`src/hdl/ledss_pkg.sv`:
```
// shared types and constants for the led serial frame sender
`default_nettype none

package ledss_pkg;

  // number of buffer bytes sent in the address transaction
  localparam int NUM_DIGITS = 16;
  localparam int BUF_DEPTH  = 16;
  localparam int IDX_W      = 4;
  localparam int BYTE_CNT_W = 5;

  // operation codes
  localparam logic [1:0] OP_LOAD  = 2'd0;
  localparam logic [1:0] OP_START = 2'd1;
  localparam logic [1:0] OP_TICK  = 2'd2;

  // command bytes
  localparam logic [7:0] CMD_DATA = 8'h40;
  localparam logic [7:0] CMD_ADDR = 8'hC0;
  localparam logic [7:0] DISPLAY_CONTROL_RESET = 8'h8C;

  typedef struct packed {
    logic [1:0] operation;
    logic [3:0] byte_index;
    logic [7:0] byte_value;
  } ledss_item_t;

  typedef struct packed {
    logic refresh_done;
    logic busy_res;
    logic data_line;
    logic clock_line;
  } ledss_result_t;

endpackage

`default_nettype wire

```
`src/hdl/ledss_engine.sv`:
```
// pin event sequencer with segment buffer and display-control register
`default_nettype none

module ledss_engine
  import ledss_pkg::*;
(
  input  wire logic          clk,
  input  wire logic          rst,
  input  wire logic          item_accept,
  input  wire ledss_item_t   item,
  input  wire logic          cfg_we,
  input  wire logic [7:0]    cfg_data,
  output ledss_result_t      result
);

  localparam logic [1:0] PH_IDLE  = 2'd0;
  localparam logic [1:0] PH_START = 2'd1;
  localparam logic [1:0] PH_BYTE  = 2'd2;
  localparam logic [1:0] PH_STOP  = 2'd3;

  logic [1:0]            phase, phase_next;
  logic [2:0]            sub_step, sub_step_next;
  logic [3:0]            bit_counter, bit_counter_next;
  logic [7:0]            shift_byte, shift_byte_next;
  logic [BYTE_CNT_W-1:0] byte_counter, byte_counter_next;
  logic [1:0]            transaction, transaction_next;
  logic                  clk_pin, clk_pin_next;
  logic                  dat_pin, dat_pin_next;
  logic [7:0]            display_control;
  logic [7:0]            segment_buffer [BUF_DEPTH];
  logic                  busy;
  logic                  buf_we;
  logic                  done;
  logic                  busy_out;

  assign busy = (phase != PH_IDLE);

  // next state for one item
  always_comb begin
    phase_next        = phase;
    sub_step_next     = sub_step;
    bit_counter_next  = bit_counter;
    shift_byte_next   = shift_byte;
    byte_counter_next = byte_counter;
    transaction_next  = transaction;
    clk_pin_next      = clk_pin;
    dat_pin_next      = dat_pin;
    buf_we            = 1'b0;
    done              = 1'b0;
    busy_out          = busy;
    if (item_accept) begin
      case (item.operation)
        OP_LOAD: begin
          buf_we = !busy;
        end
        OP_START: begin
          if (!busy) begin
            transaction_next  = 2'd0;
            byte_counter_next = '0;
            bit_counter_next  = 4'd0;
            sub_step_next     = 3'd0;
            phase_next        = PH_START;
            busy_out          = 1'b1;
          end
        end
        OP_TICK: begin
          case (phase)
            PH_START: begin
              case (sub_step)
                3'd0: dat_pin_next = 1'b1;
                3'd1: clk_pin_next = 1'b1;
                3'd2: dat_pin_next = 1'b1;
                3'd3: dat_pin_next = 1'b0;
                default: clk_pin_next = 1'b0;
              endcase
              if (sub_step >= 3'd4) begin
                bit_counter_next = 4'd0;
                sub_step_next    = 3'd0;
                phase_next       = PH_BYTE;
                if (transaction == 2'd0) begin
                  shift_byte_next = CMD_DATA;
                end else if (transaction == 2'd1) begin
                  shift_byte_next   = CMD_ADDR;
                  byte_counter_next = '0;
                end else begin
                  shift_byte_next = display_control;
                end
              end else begin
                sub_step_next = sub_step + 3'd1;
              end
            end
            PH_BYTE: begin
              if (bit_counter < 4'd8) begin
                if (sub_step == 3'd0) begin
                  clk_pin_next  = 1'b0;
                  sub_step_next = 3'd1;
                end else if (sub_step == 3'd1) begin
                  dat_pin_next  = shift_byte[0];
                  sub_step_next = 3'd2;
                end else begin
                  clk_pin_next     = 1'b1;
                  shift_byte_next  = {1'b0, shift_byte[7:1]};
                  bit_counter_next = bit_counter + 4'd1;
                  sub_step_next    = 3'd0;
                end
              end else begin
                if (sub_step == 3'd0) begin
                  clk_pin_next  = 1'b0;
                  sub_step_next = 3'd1;
                end else begin
                  dat_pin_next  = 1'b0;
                  sub_step_next = 3'd0;
                  if (transaction == 2'd1 &&
                      byte_counter < BYTE_CNT_W'(NUM_DIGITS)) begin
                    // next buffer byte of the address transaction
                    shift_byte_next   = segment_buffer[byte_counter[IDX_W-1:0]];
                    byte_counter_next = byte_counter + BYTE_CNT_W'(1);
                    bit_counter_next  = 4'd0;
                  end else begin
                    phase_next = PH_STOP;
                  end
                end
              end
            end
            PH_STOP: begin
              case (sub_step)
                3'd0: clk_pin_next = 1'b1;
                3'd1: dat_pin_next = 1'b0;
                3'd2: dat_pin_next = 1'b1;
                3'd3: clk_pin_next = 1'b0;
                default: dat_pin_next = 1'b0;
              endcase
              if (sub_step >= 3'd4) begin
                sub_step_next = 3'd0;
                if (transaction < 2'd2) begin
                  transaction_next = transaction + 2'd1;
                  phase_next       = PH_START;
                end else begin
                  transaction_next = 2'd0;
                  phase_next       = PH_IDLE;
                  done             = 1'b1;
                end
              end else begin
                sub_step_next = sub_step + 3'd1;
              end
            end
            default: begin
            end
          endcase
        end
        default: begin
        end
      endcase
    end
  end

  // result reflects levels after this item
  always_comb begin
    result.clock_line   = clk_pin_next;
    result.data_line    = dat_pin_next;
    result.busy_res     = busy_out;
    result.refresh_done = done;
  end

  // sequencer state
  always_ff @(posedge clk) begin
    if (rst) begin
      phase        <= PH_IDLE;
      sub_step     <= 3'd0;
      bit_counter  <= 4'd0;
      shift_byte   <= 8'd0;
      byte_counter <= '0;
      transaction  <= 2'd0;
      clk_pin      <= 1'b0;
      dat_pin      <= 1'b0;
    end else begin
      phase        <= phase_next;
      sub_step     <= sub_step_next;
      bit_counter  <= bit_counter_next;
      shift_byte   <= shift_byte_next;
      byte_counter <= byte_counter_next;
      transaction  <= transaction_next;
      clk_pin      <= clk_pin_next;
      dat_pin      <= dat_pin_next;
    end
  end

  // display-control register
  always_ff @(posedge clk) begin
    if (rst) begin
      display_control <= DISPLAY_CONTROL_RESET;
    end else if (cfg_we) begin
      display_control <= cfg_data;
    end
  end

  // segment buffer, blank after reset
  always_ff @(posedge clk) begin
    if (rst) begin
      for (int i = 0; i < BUF_DEPTH; i++) begin
        segment_buffer[i] <= 8'd0;
      end
    end else if (buf_we) begin
      segment_buffer[item.byte_index] <= item.byte_value;
    end
  end

endmodule

`default_nettype wire

```
`src/hdl/led_driver_serial_frame_sender.sv`:
```
// Two-wire LED display frame sender. Every input word yields one result word,
// so the block sustains one word per clock while tready is high; the rate is
// set by the per-word pin event sequencer in ledss_engine. Load words fill
// the 16-byte segment buffer while idle, a start word begins a refresh, and
// each tick word moves the pins by one event (a full refresh is 524 ticks).
// Results pass through a two-entry output buffer, so input is still taken while
// one result waits; tready falls only when both entries are held.
`default_nettype none

module led_driver_serial_frame_sender
  import ledss_pkg::*;
(
  input  wire logic        clk,
  input  wire logic        rst,
  input  wire logic        s_axis_tvalid,
  output logic             s_axis_tready,
  input  wire logic [15:0] s_axis_tdata,   // byte_index[3:0], byte_value[11:4], zero
  input  wire logic [1:0]  s_axis_tuser,   // operation[1:0]
  output logic             m_axis_tvalid,
  input  wire logic        m_axis_tready,
  output logic [7:0]       m_axis_tdata,   // clock_line[0], data_line[1], busy_res[2], zero
  output logic             m_axis_tlast,   // refresh_done
  input  wire logic        cfg_valid,
  output logic             cfg_ready,
  input  wire logic [7:0]  cfg_data
);

  ledss_item_t   item;
  ledss_result_t res_new;
  ledss_result_t out_res;
  ledss_result_t skid_res;
  logic          out_valid;
  logic          skid_valid;
  logic          accept;
  logic          pop;

  assign item.operation  = s_axis_tuser;
  assign item.byte_index = s_axis_tdata[3:0];
  assign item.byte_value = s_axis_tdata[11:4];

  assign s_axis_tready = !skid_valid;
  assign accept        = s_axis_tvalid && s_axis_tready;
  assign pop           = out_valid && m_axis_tready;
  assign cfg_ready     = 1'b1;

  ledss_engine u_engine (
    .clk         (clk),
    .rst         (rst),
    .item_accept (accept),
    .item        (item),
    .cfg_we      (cfg_valid),
    .cfg_data    (cfg_data),
    .result      (res_new)
  );

  // two-entry output buffer
  always_ff @(posedge clk) begin
    if (rst) begin
      out_valid  <= 1'b0;
      skid_valid <= 1'b0;
    end else if (pop || !out_valid) begin
      if (skid_valid) begin
        out_valid  <= 1'b1;
        skid_valid <= 1'b0;
      end else begin
        out_valid <= accept;
      end
    end else if (accept) begin
      skid_valid <= 1'b1;
    end
  end

  // buffer payload
  always_ff @(posedge clk) begin
    if (pop || !out_valid) begin
      out_res <= skid_valid ? skid_res : res_new;
    end else if (accept) begin
      skid_res <= res_new;
    end
  end

  assign m_axis_tvalid = out_valid;
  assign m_axis_tdata  = {5'd0, out_res.busy_res, out_res.data_line, out_res.clock_line};
  assign m_axis_tlast  = out_res.refresh_done;

endmodule

`default_nettype wire

```
`config.mk`:
```
export PLATFORM = sky130hd
export DESIGN_NAME = led_driver_serial_frame_sender
export DESIGN_NICKNAME = d
export VERILOG_FILES = /design/src/hdl/ledss_pkg.sv /design/src/hdl/ledss_engine.sv /design/src/hdl/led_driver_serial_frame_sender.sv
export SDC_FILE = /design/constraint.sdc
export NUM_CORES = 1
export LEC_CHECK = 0
export BUFFER_PORTS_ARGS = -buffer_cell sky130_fd_sc_hd__buf_4
export CAP_MARGIN = 20
export CORE_UTILIZATION = 53
export CTS_BUF_LIST = sky130_fd_sc_hd__clkbuf_8
export CTS_CLUSTER_DIAMETER = 50
export CTS_CLUSTER_SIZE = 14
export DETAILED_ROUTE_END_ITERATION = 8
export HOLD_SLACK_MARGIN = 0.05
export PLACE_DENSITY = 0.79
export SLEW_MARGIN = 20
export SYNTH_ARGS = -nofsm -noshare
export SYNTH_HDL_FRONTEND = slang
export SYNTH_SLANG_ARGS = --single-unit
```
`constraint.sdc`:
```
create_clock -name clk -period 2.75 [get_ports clk]
set_input_delay 0.55 -clock clk [delete_from_list [all_inputs] [get_ports clk]]
set_output_delay 0.55 -clock clk [all_outputs]
set_load 0.02 [all_outputs]
```
==> results.py <==
metrics = {
    "sta": {
        "totalNegativeSetupSlack_ns": 0,
        "setup_ws_ns": 0.424,
        "rsz_0062_raised_after_global_routing": "false",
        "max_slew.worst_pin.slew_ns": 0.757,
        "slew_headroom_pct": 49.4,
        "setup_viol": 0,
        "fin_skew_ns": 0.0111,
        "hold-worst-slack_ns": 0.318,
        "maxSlewViolCount": 0,
        "final.min_clock_period_ns": 2.33,
        "fin_crit_sh_pct": 84.6,
        "hold_viol_final": 0,
        "fmax_mhz": 430,
    },
    "floorplanning": {
        "core_um2": 16000,
        "die_area_um2": 17000,
        "initial_utilization_pct": 54.7,
        "die_y_um": 131,
        "std_cell_rows": 46,
        "overall_die_width_um": 131,
        "ios": 43,
    },
    "finish": {
        "util_after_layout_pct": 60.0,
        "most-common-layout-cells": "sky130_fd_sc_hd__edfxtp_1, sky130_fd_sc_hd__and2_1, sky130_fd_sc_hd__buf_4",
        "proportion_of_layout_cells_with_a_drive_suffix_above_1_pct": 16.1,
        "post_layout_instance_count_excluding_filler_cells": 990,
        "nets": 808,
        "number_of_antenna_cells_inserted": 0,
        "layout.cells.most_common": "sky130_fd_sc_hd__edfxtp_1",
        "finalInstanceArea_um2": 9610,
        "area.growth.synth_to_final_pct": 9.73,
    },
    "global_routing": {
        "globalRouteTotalUtil_pct": 22.5,
        "globalRoute.totalOverflow": 0,
        "antenna_found_initial": 0,
        "grt_first_pass_wirelength_mm": 28.4,
        "grt_pass1_vias": 5577,
        "maximum_number_of_pins_on_one_net_before_global_route_repair": 35,
    },
    "routing": {
        "drt.antenna.violating_nets": 0,
        "via_count": 5695,
        "drt_wl_total_mm": 18.0,
        "drt-vias-per-instance": 5.75,
        "drt_first_pass_iters": 5,
        "remaining_drc_errors": 0,
        "avgRoutedWirePerCell_um": 18.2,
        "drt_iter0_markers": 505,
    },
    "clock_network": {
        "cts-hold-fix-buffers": 0,
        "tritoncts": "done",
        "cts_resized": 0,
        "cts_buffers": 17,
        "h-tree-depth": 4,
        "clock_path_buffers": 2,
        "worst_skew_pair.late_latency_ns": 0.46,
        "numClockSinks": 176,
        "post_cts_buffers": 0,
        "cts_root_buffer": "sky130_fd_sc_hd__clkbuf_8",
        "path_clk_slew_ns": 0.09,
    },
    "worst_setup_path": {
        "regToRegEndpoint": "u_engine.shift_byte[2]",
        "worst_r2r_path_depth": 7,
        "ff_to_ff_start": "u_engine.sub_step[1]",
        "critPathRequiredTime_ns": 3.09,
        "critical_path_start_end_classification": "reg2reg",
        "timing.reg2reg.setup_slack_ns": 0.42,
        "cp.arrival_ns": 2.67,
        "critical_path.startpoint_type": "flop",
        "path_max_fanout": 6,
        "end_kind": "flop",
    },
    "synth": {
        "synth_seq_area_share_pct": 55.8,
        "syn-mean-instance-area_um2": 12.1,
        "syn_area_um2": 8750,
        "synth_cell_type_count": 64,
        "synth.top_cell.area_share_pct": 46.6,
        "ys_top_cells_by_area": "sky130_fd_sc_hd__edfxtp_1, sky130_fd_sc_hd__and2_1, sky130_fd_sc_hd__dfxtp_1",
        "syn-instance-count": 724,
        "yosysWarnings": 0,
        "synth-async-reset-ratio_pct": 0,
        "count_of_flip_flops_with_a_built_in_enable_after_synthesis": 136,
        "synth_ff_type": "sky130_fd_sc_hd__edfxtp_1",
        "ff_latch_count_synth": 176,
        "yosys.area.top_type": "sky130_fd_sc_hd__edfxtp_1",
    },
    "placement": {
        "dpl_cell_area_um2": 9230,
        "placement.io_buffers": 32,
        "place_congestion": 0.880,
        "place_worst_setup_slack_ns": 0.219,
        "numPlacedInstances": 959,
        "detailedPlacementHpwl_mm": 13.1,
    },
    "pwr": {
        "power_mw": 4.98,
        "total_power_density_per_cell_area_nw_per_um2": 519,
        "ir_drop_mv": 0.275,
        "cellLeakagePower_nw": 3.45,
    },
    "min_path": {
        "min_delay_path_depth": 3,
        "min_path_type": "in2reg",
        "hold-path-endpoint": "u_engine.display_control[7]",
        "hp-start": "cfg_data[7]",
    },
    "outcome": {
        "outcome": "completed",
    },
    "job": {
        "timing.max_cap.violations": 0,
    },
}
critical path, stage by stage, from the launching register on:
cell,delay [ns]
sky130_fd_sc_hd__dfxtp_1,0.40
sky130_fd_sc_hd__inv_1,0.09
sky130_fd_sc_hd__ha_1,0.25
sky130_fd_sc_hd__nor2b_1,0.18
sky130_fd_sc_hd__o21ai_1,0.32
sky130_fd_sc_hd__and2_1,0.25
sky130_fd_sc_hd__nand4_1,0.27
sky130_fd_sc_hd__o41ai_1,0.47
flip-flops by register name (all words and copies together), names as in the netlist, named ones only:
name	flops
u_engine.shift_byte	8
skid_valid	1
m_axis_tvalid	1
u_engine.phase	2
m_axis_tdata	3
u_engine.dat_pin	1
u_engine.segment_buffer	128
u_engine.clk_pin	1
u_engine.sub_step	3
u_engine.byte_counter	5
skid_res	4
u_engine.display_control	8
u_engine.bit_counter	4
u_engine.transaction	2
m_axis_tlast	1
metal layers:
layer | vias to the layer above | global-route usage, % | wire [µm]
li1 | 2712 | - | -
met1 | 2771 | 27.4 | 7590
met2 | 180 | 39.5 | 9100
met3 | 32 | 4.11 | 878
met4 | 0 | 9.20 | 449
met5 | - | 0 | 0
where the power goes:
| part | switching (mW) | internal [mW] |
|---|---|---|
| clock network | 0.922 | 0.796 |
| registers | 0.0281 | 2.93 |
| logic | 0.196 | 0.109 |
area by class of cell:
cell class	instances	area, µm²
flip-flops and latches	176	4890
multi-input cells	486	3530
inverters	22	82.6
fillers	1258	6390
well taps	216	270
clock buffers	17	234
repair buffers	59	455
clock inverters	14	144
cell usage after synthesis (4+ instances only):
| library cell | count |
|---|---|
| sky130_fd_sc_hd__or3_1 | 4 |
| sky130_fd_sc_hd__o21ai_0 | 18 |
| sky130_fd_sc_hd__inv_1 | 22 |
| sky130_fd_sc_hd__mux4_1 | 11 |
| sky130_fd_sc_hd__nand2_1 | 37 |
| sky130_fd_sc_hd__clkbuf_1 | 25 |
| sky130_fd_sc_hd__mux2i_1 | 50 |
| sky130_fd_sc_hd__nor2b_1 | 14 |
| sky130_fd_sc_hd__a22oi_1 | 18 |
| sky130_fd_sc_hd__or2_2 | 13 |
| sky130_fd_sc_hd__dfxtp_1 | 40 |
| sky130_fd_sc_hd__nor2_1 | 29 |
| sky130_fd_sc_hd__nand3_1 | 6 |
| sky130_fd_sc_hd__nand4b_1 | 4 |
| sky130_fd_sc_hd__o41ai_1 | 8 |
| sky130_fd_sc_hd__buf_4 | 8 |
| sky130_fd_sc_hd__nand2b_1 | 6 |
| sky130_fd_sc_hd__a21oi_1 | 25 |
| sky130_fd_sc_hd__a211oi_1 | 10 |
| sky130_fd_sc_hd__nor3_2 | 4 |
| sky130_fd_sc_hd__and2_1 | 132 |
| sky130_fd_sc_hd__a21o_1 | 7 |
| sky130_fd_sc_hd__a31oi_1 | 5 |
| sky130_fd_sc_hd__ha_1 | 15 |
| sky130_fd_sc_hd__edfxtp_1 | 136 |
| sky130_fd_sc_hd__mux2_2 | 9 |
| sky130_fd_sc_hd__nor3_1 | 9 |
worst max-delay path by stage:
stage / start / endpoint / slack, ns / depth (start not counted)
6_report: u_engine.sub_step[1] / u_engine.shift_byte[2] / 0.42 / 7
5_1_grt: u_engine.sub_step[1] / u_engine.shift_byte[5] / 0.24 / 7
4_1_cts: u_engine.sub_step[1] / u_engine.shift_byte[2] / 0.43 / 7
3_5_place_dp: s_axis_tuser[0] / u_engine.segment_buffer[9][3] / 0.22 / 8
3_3_place_gp: s_axis_tuser[0] / u_engine.segment_buffer[9][4] / 0.30 / 8
2_1_floorplan: s_axis_tuser[0] / u_engine.segment_buffer[9][0] / 0.19 / 6
cell families after synthesis:
kind of cell	Yosys count	share of synthesized area (%)
other cells	2	0.0858
flops	176	55.8
fa+ha+maj	15	2.14
simple gates	278	18.6
buf+inv	66	4.00
mux	71	10.4
compound gates	116	8.99
Note: power is estimated with default switching activity, not from simulation.
